### config.mk
export PLATFORM = sky130hd
export DESIGN_NAME = priority_wakeup_mutex_unit
export DESIGN_NICKNAME = d
export VERILOG_FILES = /design/src/rtl/core/pwmu_pkg.sv /design/src/rtl/core/pwmu_dp.sv /design/src/rtl/core/pwmu_ctrl.sv /design/src/rtl/core/priority_wakeup_mutex_unit.sv
export SDC_FILE = /design/constraint.sdc
export NUM_CORES = 1
export LEC_CHECK = 0
export ABC_AREA = 0
export BUFFER_PORTS_ARGS = -buffer_cell sky130_fd_sc_hd__clkbuf_2
export CORE_MARGIN = 5
export CORE_UTILIZATION = 56
export DETAILED_ROUTE_END_ITERATION = 16
export PLACE_DENSITY = 0.87
export SLEW_MARGIN = 0
export SYNTH_ARGS = -nofsm -noshare
export SYNTH_HDL_FRONTEND = slang
export SYNTH_SLANG_ARGS = --single-unit
### constraint.sdc
create_clock -name clk -period 3.2 [get_ports clk]
set_input_delay 0.32 -clock clk [delete_from_list [all_inputs] [get_ports clk]]
set_output_delay 0.32 -clock clk [all_outputs]
set_load 0.05 [all_outputs]
### src/rtl/core/pwmu_pkg.sv
// pwmu_pkg: shared types and constants for the priority wakeup mutex unit
// holds field widths, status and op codes, controller/datapath command structs
// no dependencies
package pwmu_pkg;

  localparam int PID_W   = 8;
  localparam int PRIO_W  = 4;
  localparam int RES_W   = 2;
  localparam int STAT_W  = 3;
  localparam int ENTRY_W = PID_W + PRIO_W;

  // seed for the minimum search, above every legal priority
  localparam logic [PRIO_W:0] PRIO_SEED = {1'b1, {PRIO_W{1'b0}}};

  typedef enum logic {
    OP_WAIT   = 1'b0,
    OP_SIGNAL = 1'b1
  } op_t;

  typedef enum logic [STAT_W-1:0] {
    ST_GRANTED  = 3'd0,
    ST_BLOCKED  = 3'd1,
    ST_OVERFLOW = 3'd2,
    ST_FREED    = 3'd3,
    ST_HANDOVER = 3'd4,
    ST_REJECTED = 3'd5
  } status_t;

  typedef struct packed {
    logic    capture;
    logic    grant;
    logic    enqueue;
    logic    rel_free;
    logic    scan_start;
    logic    scan_rd;
    logic    scan_cmp;
    logic    shift_rd;
    logic    shift_wr;
    logic    handover;
    logic    load_out;
    status_t status;
  } dp_cmd_t;

  typedef struct packed {
    logic in_range;
    logic op_signal;
    logic is_free;
    logic owner_match;
    logic cnt_zero;
    logic cnt_full;
    logic more;
    logic out_busy;
  } dp_sts_t;

endpackage

### src/rtl/core/pwmu_dp.sv
// pwmu_dp: datapath of the mutex unit, per-resource lock state, wait queue memory,
// minimum-priority scan, queue compaction and result register
// depends on pwmu_pkg
module pwmu_dp #(
  parameter int QUEUE_DEPTH   = 4,
  parameter int NUM_RESOURCES = 3
) (
  input  logic                           clk,
  input  logic                           rst_n,
  input  logic                           in_op,
  input  logic [pwmu_pkg::RES_W-1:0]     in_resource,
  input  logic [pwmu_pkg::PID_W-1:0]     in_pid,
  input  logic [pwmu_pkg::PRIO_W-1:0]    in_prio,
  input  pwmu_pkg::dp_cmd_t              cmd,
  output pwmu_pkg::dp_sts_t              sts,
  input  logic                           out_stall,
  output logic                           out_valid,
  output logic [pwmu_pkg::STAT_W-1:0]    out_status,
  output logic [pwmu_pkg::PID_W-1:0]     out_next_owner,
  output logic                           out_next_owner_valid
);
  import pwmu_pkg::*;

  localparam int TOTAL = NUM_RESOURCES * QUEUE_DEPTH;
  localparam int AW    = (TOTAL > 1) ? $clog2(TOTAL) : 1;
  localparam int IW    = (QUEUE_DEPTH > 1) ? $clog2(QUEUE_DEPTH) : 1;
  localparam int CW    = $clog2(QUEUE_DEPTH + 1);
  localparam int RW    = (NUM_RESOURCES > 1) ? $clog2(NUM_RESOURCES) : 1;

  // captured request
  logic              op_r;
  logic [RES_W-1:0]  res_r;
  logic [PID_W-1:0]  pid_r;
  logic [PRIO_W-1:0] prio_r;

  // per-resource lock state
  logic              free_r   [NUM_RESOURCES];
  logic              free_nxt [NUM_RESOURCES];
  logic [PID_W-1:0]  owner_r  [NUM_RESOURCES];
  logic [PID_W-1:0]  owner_nxt[NUM_RESOURCES];
  logic [CW-1:0]     count_r  [NUM_RESOURCES];
  logic [CW-1:0]     count_nxt[NUM_RESOURCES];

  // scan and compaction
  logic [IW-1:0]     idx_r;
  logic [IW-1:0]     best_idx_r;
  logic [PRIO_W:0]   best_prio_r;
  logic [PID_W-1:0]  best_pid_r;

  logic [ENTRY_W-1:0] mem [TOTAL];
  logic [ENTRY_W-1:0] rd_data_r;

  logic              out_valid_r;
  logic              out_valid_nxt;
  status_t           out_status_r;
  logic [PID_W-1:0]  out_owner_r;
  logic              out_ov_r;

  logic [RW-1:0]      res_idx;
  logic [CW-1:0]      cnt;
  logic [CW-1:0]      idx_ext;
  logic [CW:0]        idx_inc;
  logic               more;
  logic               better;
  logic               mem_we;
  logic               mem_re;
  logic [AW-1:0]      wr_addr;
  logic [AW-1:0]      rd_addr;
  logic [ENTRY_W-1:0] wr_data;

  function automatic logic [AW-1:0] slot_addr(input logic [RW-1:0] r, input logic [CW-1:0] s);
    slot_addr = AW'(32'(r) * QUEUE_DEPTH + 32'(s));
  endfunction

  assign res_idx = RW'(res_r);
  assign cnt     = count_r[res_idx];
  assign idx_ext = CW'(idx_r);
  assign idx_inc = {1'b0, idx_ext} + 1'b1;
  assign more    = idx_inc < {1'b0, cnt};
  assign better  = {1'b0, rd_data_r[PRIO_W-1:0]} < best_prio_r;

  assign sts.in_range    = 32'(res_r) < NUM_RESOURCES;
  assign sts.op_signal   = (op_t'(op_r) == OP_SIGNAL);
  assign sts.is_free     = free_r[res_idx];
  assign sts.owner_match = (owner_r[res_idx] == pid_r);
  assign sts.cnt_zero    = (cnt == '0);
  assign sts.cnt_full    = (32'(cnt) >= QUEUE_DEPTH);
  assign sts.more        = more;
  assign sts.out_busy    = out_valid_r & out_stall;

  always_ff @(posedge clk) begin
    if (cmd.capture) begin
      op_r   <= in_op;
      res_r  <= in_resource;
      pid_r  <= in_pid;
      prio_r <= in_prio;
    end
  end

  always_comb begin
    for (int i = 0; i < NUM_RESOURCES; i++) begin
      free_nxt[i]  = free_r[i];
      owner_nxt[i] = owner_r[i];
      count_nxt[i] = count_r[i];
    end
    if (cmd.grant) begin
      free_nxt[res_idx]  = 1'b0;
      owner_nxt[res_idx] = pid_r;
    end
    if (cmd.enqueue) begin
      count_nxt[res_idx] = cnt + 1'b1;
    end
    if (cmd.rel_free) begin
      free_nxt[res_idx]  = 1'b1;
      owner_nxt[res_idx] = '0;
    end
    if (cmd.handover) begin
      count_nxt[res_idx] = cnt - 1'b1;
      owner_nxt[res_idx] = best_pid_r;
    end
  end

  always_ff @(posedge clk) begin
    if (!rst_n) begin
      for (int i = 0; i < NUM_RESOURCES; i++) begin
        free_r[i]  <= 1'b1;
        owner_r[i] <= '0;
        count_r[i] <= '0;
      end
    end else begin
      for (int i = 0; i < NUM_RESOURCES; i++) begin
        free_r[i]  <= free_nxt[i];
        owner_r[i] <= owner_nxt[i];
        count_r[i] <= count_nxt[i];
      end
    end
  end

  // scan for the smallest priority, strict compare keeps the oldest
  always_ff @(posedge clk) begin
    if (cmd.scan_start) begin
      idx_r       <= '0;
      best_idx_r  <= '0;
      best_prio_r <= PRIO_SEED;
    end else if (cmd.scan_cmp) begin
      if (better) begin
        best_idx_r  <= idx_r;
        best_prio_r <= {1'b0, rd_data_r[PRIO_W-1:0]};
        best_pid_r  <= rd_data_r[ENTRY_W-1:PRIO_W];
      end
      if (more) begin
        idx_r <= idx_inc[IW-1:0];
      end else if (better) begin
        idx_r <= idx_r;
      end else begin
        idx_r <= best_idx_r;
      end
    end else if (cmd.shift_wr) begin
      idx_r <= idx_inc[IW-1:0];
    end
  end

  assign mem_we  = cmd.enqueue | cmd.shift_wr;
  assign mem_re  = cmd.scan_rd | (cmd.shift_rd & more);
  assign wr_addr = cmd.enqueue ? slot_addr(res_idx, cnt) : slot_addr(res_idx, idx_ext);
  assign rd_addr = cmd.scan_rd ? slot_addr(res_idx, idx_ext)
                               : slot_addr(res_idx, idx_inc[CW-1:0]);
  assign wr_data = cmd.enqueue ? {pid_r, prio_r} : rd_data_r;

  always_ff @(posedge clk) begin
    if (mem_we) begin
      mem[wr_addr] <= wr_data;
    end
    if (mem_re) begin
      rd_data_r <= mem[rd_addr];
    end
  end

  always_comb begin
    out_valid_nxt = out_valid_r & out_stall;
    if (cmd.load_out) begin
      out_valid_nxt = 1'b1;
    end
  end

  always_ff @(posedge clk) begin
    if (!rst_n) begin
      out_valid_r <= 1'b0;
    end else begin
      out_valid_r <= out_valid_nxt;
    end
  end

  always_ff @(posedge clk) begin
    if (cmd.load_out) begin
      out_status_r <= cmd.status;
      out_owner_r  <= (cmd.status == ST_HANDOVER) ? best_pid_r : '0;
      out_ov_r     <= (cmd.status == ST_HANDOVER);
    end
  end

  assign out_valid            = out_valid_r;
  assign out_status           = out_status_r;
  assign out_next_owner       = out_owner_r;
  assign out_next_owner_valid = out_ov_r;

endmodule

### src/rtl/core/pwmu_ctrl.sv
// pwmu_ctrl: controller state machine of the mutex unit
// sequences decision, queue scan, compaction and result load
// depends on pwmu_pkg
module pwmu_ctrl (
  input  logic              clk,
  input  logic              rst_n,
  input  logic              in_valid,
  output logic              in_stall,
  input  pwmu_pkg::dp_sts_t sts,
  output pwmu_pkg::dp_cmd_t cmd
);
  import pwmu_pkg::*;

  typedef enum logic [7:0] {
    S_IDLE     = 8'b0000_0001,
    S_DECIDE   = 8'b0000_0010,
    S_SCAN_RD  = 8'b0000_0100,
    S_SCAN_CMP = 8'b0000_1000,
    S_SHIFT_RD = 8'b0001_0000,
    S_SHIFT_WR = 8'b0010_0000,
    S_FIN      = 8'b0100_0000,
    S_RESULT   = 8'b1000_0000
  } state_t;

  state_t  state_r;
  state_t  state_nxt;
  status_t status_r;
  status_t status_nxt;

  always_comb begin
    cmd        = '0;
    cmd.status = status_r;
    state_nxt  = state_r;
    status_nxt = status_r;
    in_stall   = 1'b1;
    unique case (state_r)
      S_IDLE: begin
        in_stall = 1'b0;
        if (in_valid) begin
          cmd.capture = 1'b1;
          state_nxt   = S_DECIDE;
        end
      end
      S_DECIDE: begin
        state_nxt = S_RESULT;
        if (!sts.in_range) begin
          status_nxt = ST_REJECTED;
        end else if (!sts.op_signal) begin
          if (sts.is_free) begin
            cmd.grant  = 1'b1;
            status_nxt = ST_GRANTED;
          end else if (sts.cnt_full) begin
            status_nxt = ST_OVERFLOW;
          end else begin
            cmd.enqueue = 1'b1;
            status_nxt  = ST_BLOCKED;
          end
        end else if (sts.is_free || !sts.owner_match) begin
          status_nxt = ST_REJECTED;
        end else if (sts.cnt_zero) begin
          cmd.rel_free = 1'b1;
          status_nxt   = ST_FREED;
        end else begin
          cmd.scan_start = 1'b1;
          state_nxt      = S_SCAN_RD;
        end
      end
      S_SCAN_RD: begin
        cmd.scan_rd = 1'b1;
        state_nxt   = S_SCAN_CMP;
      end
      S_SCAN_CMP: begin
        cmd.scan_cmp = 1'b1;
        state_nxt    = sts.more ? S_SCAN_RD : S_SHIFT_RD;
      end
      S_SHIFT_RD: begin
        cmd.shift_rd = 1'b1;
        state_nxt    = sts.more ? S_SHIFT_WR : S_FIN;
      end
      S_SHIFT_WR: begin
        cmd.shift_wr = 1'b1;
        state_nxt    = S_SHIFT_RD;
      end
      S_FIN: begin
        cmd.handover = 1'b1;
        status_nxt   = ST_HANDOVER;
        state_nxt    = S_RESULT;
      end
      S_RESULT: begin
        if (!sts.out_busy) begin
          cmd.load_out = 1'b1;
          state_nxt    = S_IDLE;
        end
      end
      default: begin
        state_nxt = S_IDLE;
      end
    endcase
  end

  always_ff @(posedge clk) begin
    if (!rst_n) begin
      state_r <= S_IDLE;
    end else begin
      state_r <= state_nxt;
    end
  end

  always_ff @(posedge clk) begin
    status_r <= status_nxt;
  end

endmodule

### src/rtl/core/priority_wakeup_mutex_unit.sv
// priority_wakeup_mutex_unit: lock unit with a priority wait queue per resource
// a request is captured, decided, then its result is loaded in the result state; a handover
// also scans every queued waiter for the smallest priority, moves the later waiters up and
// hands the lock over, reading the wait queue memory once per scan and move step
// a new request is taken only in idle, after the last result is loaded; out_stall holds the result state
// reset: synchronous active-low, all resources free, no owners, queues empty
module priority_wakeup_mutex_unit #(
  parameter int QUEUE_DEPTH   = 4,
  parameter int NUM_RESOURCES = 3
) (
  input  logic                        clk,
  input  logic                        rst_n,
  input  logic                        in_valid,
  output logic                        in_stall,
  input  logic                        in_op,
  input  logic [pwmu_pkg::RES_W-1:0]  in_resource,
  input  logic [pwmu_pkg::PID_W-1:0]  in_pid,
  input  logic [pwmu_pkg::PRIO_W-1:0] in_prio,
  output logic                        out_valid,
  input  logic                        out_stall,
  output logic [pwmu_pkg::STAT_W-1:0] out_status,
  output logic [pwmu_pkg::PID_W-1:0]  out_next_owner,
  output logic                        out_next_owner_valid
);
  import pwmu_pkg::*;

  dp_cmd_t cmd;
  dp_sts_t sts;

  pwmu_ctrl u_ctrl (
    .clk      (clk),
    .rst_n    (rst_n),
    .in_valid (in_valid),
    .in_stall (in_stall),
    .sts      (sts),
    .cmd      (cmd)
  );

  pwmu_dp #(
    .QUEUE_DEPTH   (QUEUE_DEPTH),
    .NUM_RESOURCES (NUM_RESOURCES)
  ) u_dp (
    .clk                  (clk),
    .rst_n                (rst_n),
    .in_op                (in_op),
    .in_resource          (in_resource),
    .in_pid               (in_pid),
    .in_prio              (in_prio),
    .cmd                  (cmd),
    .sts                  (sts),
    .out_stall            (out_stall),
    .out_valid            (out_valid),
    .out_status           (out_status),
    .out_next_owner       (out_next_owner),
    .out_next_owner_valid (out_next_owner_valid)
  );

endmodule
==> qor.txt <==
GRT Residual Overflow - 0
I/O pins - 33
Worst Reg-to-Reg Cells - 10
Fin util - 0.647
Starting Density - 0.566
Status - finished, final reports clean
Clock Latency Late Sink - 0.54 ns
Crit end category - register
First DRT Iteration DRCs - 692
CP Cell Sequence - buf_12 -> mux2i_1 -> o21a_1 -> inv_1 -> ha_1 -> or2_2 -> mux2i_1 -> o21ai_1 -> nor2_1 -> buf_4
Initial antenna violation count - 0
Design area - 12600 sq um
Arrival time at the worst endpoint - 3.16 ns
Buffers on Ports - 32
Yosys warns - 0
Layout fillers - 1388
Final #Nets - 950
H-tree Lvls - 1
Worst Skew - 0.0145 ns
Min-delay worst type - in -> reg
CTS Buf Count - 25
Slowest stage cell on the critical path - dfxtp_1
Most frequent cells in the layout - edfxtp_1 (194), nand2_1 (135), dfxtp_1 (56)
Post-place instance area - 11600 sq um
Leakage - 4.43 nW
Max clock buf depth - 3
Yosys reg bits - 250
Die Height - 150 microns
DIE AREA - 22500 sq um
CTS tree - done
DR WL/cell - 21.3 microns
Synth cell types - 64
Hold Worst Slack - 0.0203 ns
Clk pin slew, worst setup/hold paths - 0.06 ns
Drt total wl - 25.6 mm
Max-cap violations - 0
Max frequency - 342 MHz
Min-delay src - in_resource[0]
ANT nets after route - 0
CP top delay family - buffers and inverters
Worst Max-Slew Pin Slew - 1.26 ns
Uppermost layer routed - met4
Worst EP required - 3.43 ns
Fraction of layout cells with a size suffix above 1 - 0.171
Worst flop-to-flop path endpoint - u_dp.mem[1][8]
Footprint of the multi-input gates - 3760 sq um
Mapped Area - 11000 sq um
GRT Overall Usage - 0.228
CP startpoint kind - register
Buf+Inv Stages, Crit Path - 3
R2R setup slack - 0.28 ns
Diode count - 0
TNS Setup - 0 ns
FFs w/ async S/R, synth - 0
Period Utilization, post-route - 0.913
Clock root buffer master - clkbuf_16
Largest net degree at the start of global routing - 82
Vias/cell - 6.07
Max-slew headroom - 0.155
Pwr/cell area - 530 nW/um^2
Max-slew violations - 0
Residual DRC - 0
Worst-path fanout max - 12
Routed wl met2 - 12.6 mm
RSZ-0062 raised after global routing - no
Prevailing post-synth register cell - edfxtp_1
Final setup viols - 0
P&R area growth vs syn - 14.4%
FF/Latch Area - 6950 sq um
Post-Synthesis Cells - 846
RePlAce Congestion - 0.927
Mean area per synthesized cell - 13.0 sq um
Core ar. - 19400 sq um
Sequential share of the synthesized area - 0.633
Most used cell, CP - mux2i_1
DP HPWL - 16.1 mm
Final Hold Fails - 0
Number of global-route vias before repair - 7317
Global-route wire length before repair - 40.2 mm
Initial DRT Pass Iterations - 6
Syn nets - 876
Worst vdd ir - 391 uV
WHS Path Cells - 1
Die X - 150 microns
Wire length on met3 - 1.81 mm
Hold Path End - u_dp.res_idx[0]
Via Count - 7293
Crit Path Class - reg -> reg
Fin crit period - 2.92 ns
Most common cell after layout, fill and taps aside - edfxtp_1
DRT met1 WL - 10.3 mm
EDFF count, synth - 194
CP peak stage delay - 0.36 ns
Floorplan row count - 51
Clock sinks - 250
==> synthesized netlist by cell type (3+ instances only) <==
cell / n / area (sq um)
dfxtp_1: 56 / 1120
o211a_1: 3 / 30.0
a211oi_1: 6 / 45.0
nor3_1: 5 / 25.0
and4b_1: 4 / 40.0
mux2_2: 29 / 327
and3_1: 4 / 25.0
nand4b_1: 6 / 52.6
nand2_1: 135 / 507
or3_1: 6 / 37.5
a41o_1: 12 / 120
nand3_1: 7 / 35.0
nor2_1: 46 / 173
o2111ai_1: 12 / 105
o22ai_1: 25 / 156
nor4_4: 5 / 106
inv_1: 27 / 101
a32oi_1: 13 / 114
and2_1: 11 / 68.8
nand2b_1: 17 / 106
buf_6: 5 / 56.3
mux4_2: 12 / 270
a211o_1: 5 / 43.8
ha_1: 11 / 138
nor2b_1: 24 / 150
or4_1: 4 / 30.0
mux2i_1: 43 / 430
o21ai_0: 14 / 70.1
or2_2: 3 / 18.8
a21oi_1: 12 / 60.1
xnor2_1: 4 / 35.0
edfxtp_1: 194 / 5830
o211ai_1: 9 / 67.6
o311a_1: 3 / 30.0
buf_2: 4 / 20.0
a31oi_1: 3 / 18.8
a21o_1: 3 / 22.5
nor4_1: 3 / 18.8
clkbuf_1: 30 / 113
==> where the power goes <==
part	switching, mW	total [mW]	internal (mW)
logic	0.198	0.331	0.132
registers	0.0344	3.52	3.48
clock network	1.20	2.80	1.61
==> worst max path at each step <==
stage | slack, ns | endpoint | startpoint | cells past startpoint
4_1_cts | 0.21 | u_dp.mem[1][7] | register | 10
5_1_grt | 0.07 | u_dp.rd_data_r[11] | u_ctrl.state_r[0] | 6
2_1_floorplan | 0.12 | u_dp.mem[1][0] | register | 8
3_3_place_gp | 0.38 | u_dp.rd_data_r[5] | u_ctrl.state_r[0] | 6
6_report | 0.28 | u_dp.mem[1][8] | register | 10
3_5_place_dp | 0.24 | u_dp.mem[1][5] | register | 10
==> timing repair <==
item	CTS	global route
hold endpoints to repair	14	0
buffers inserted	0	0
gates resized for setup	0	1
endpoints found under the setup margin	0	11
hold buffers	14	0
==> cell families (layout without fill, tap and decap cells) <==
group | after synthesis | count (layout) | share of synthesized area
simple gates | 291 | 291 | 0.136
flops | 250 | 250 | 0.633
compound gates | 135 | 135 | 0.0916
mux | 85 | 85 | 0.0956
buf+inv | 68 | 159 | 0.0271
fa+ha+maj | 11 | 11 | 0.0125
xor+xnor | 6 | 6 | 0.00479
==> sequential cells by signal (all words and copies together) (netlist names), 8 cells and up, named ones only <==
name / flops
u_dp.mem: 144
u_dp.owner_r: 24
u_dp.rd_data_r: 12
u_dp.count_r: 9
u_ctrl.state_r: 8
u_dp.best_pid_r: 8
u_dp.out_next_owner: 8
u_dp.pid_r: 8
==> routing by layer <==
| metal | GRT usage | up-vias |
|---|---|---|
| met5 | 0 | - |
| met4 | 0.0695 | 0 |
| met3 | 0.0333 | 64 |
| met2 | 0.389 | 326 |
| met1 | 0.305 | 3565 |
| li1 | - | 3338 |
==> area by class of cell <==
| cell class | instances | share of cell area |
|---|---|---|
| clock inverter | 11 | 0.00917 |
| clock buffer | 33 | 0.0522 |
| sequential | 250 | 0.553 |
| tap | 265 | 0.0264 |
| inverter | 27 | 0.00807 |
| timing repair buffer | 88 | 0.0510 |
| multi-input combinational | 528 | 0.300 |
==> per-stage QoR <==
stage	worst slack (ns)	total power [mW]	std cells
2_1_floorplan	0.121	3.79	846
3_3_place_gp	0.383	3.88	1144
3_5_place_dp	0.237	3.90	1144
4_1_cts	0.209	6.67	1202
5_1_grt	0.0677	6.86	1202
6_report	0.277	6.65	1202
Power figures use the tool's default switching activity.
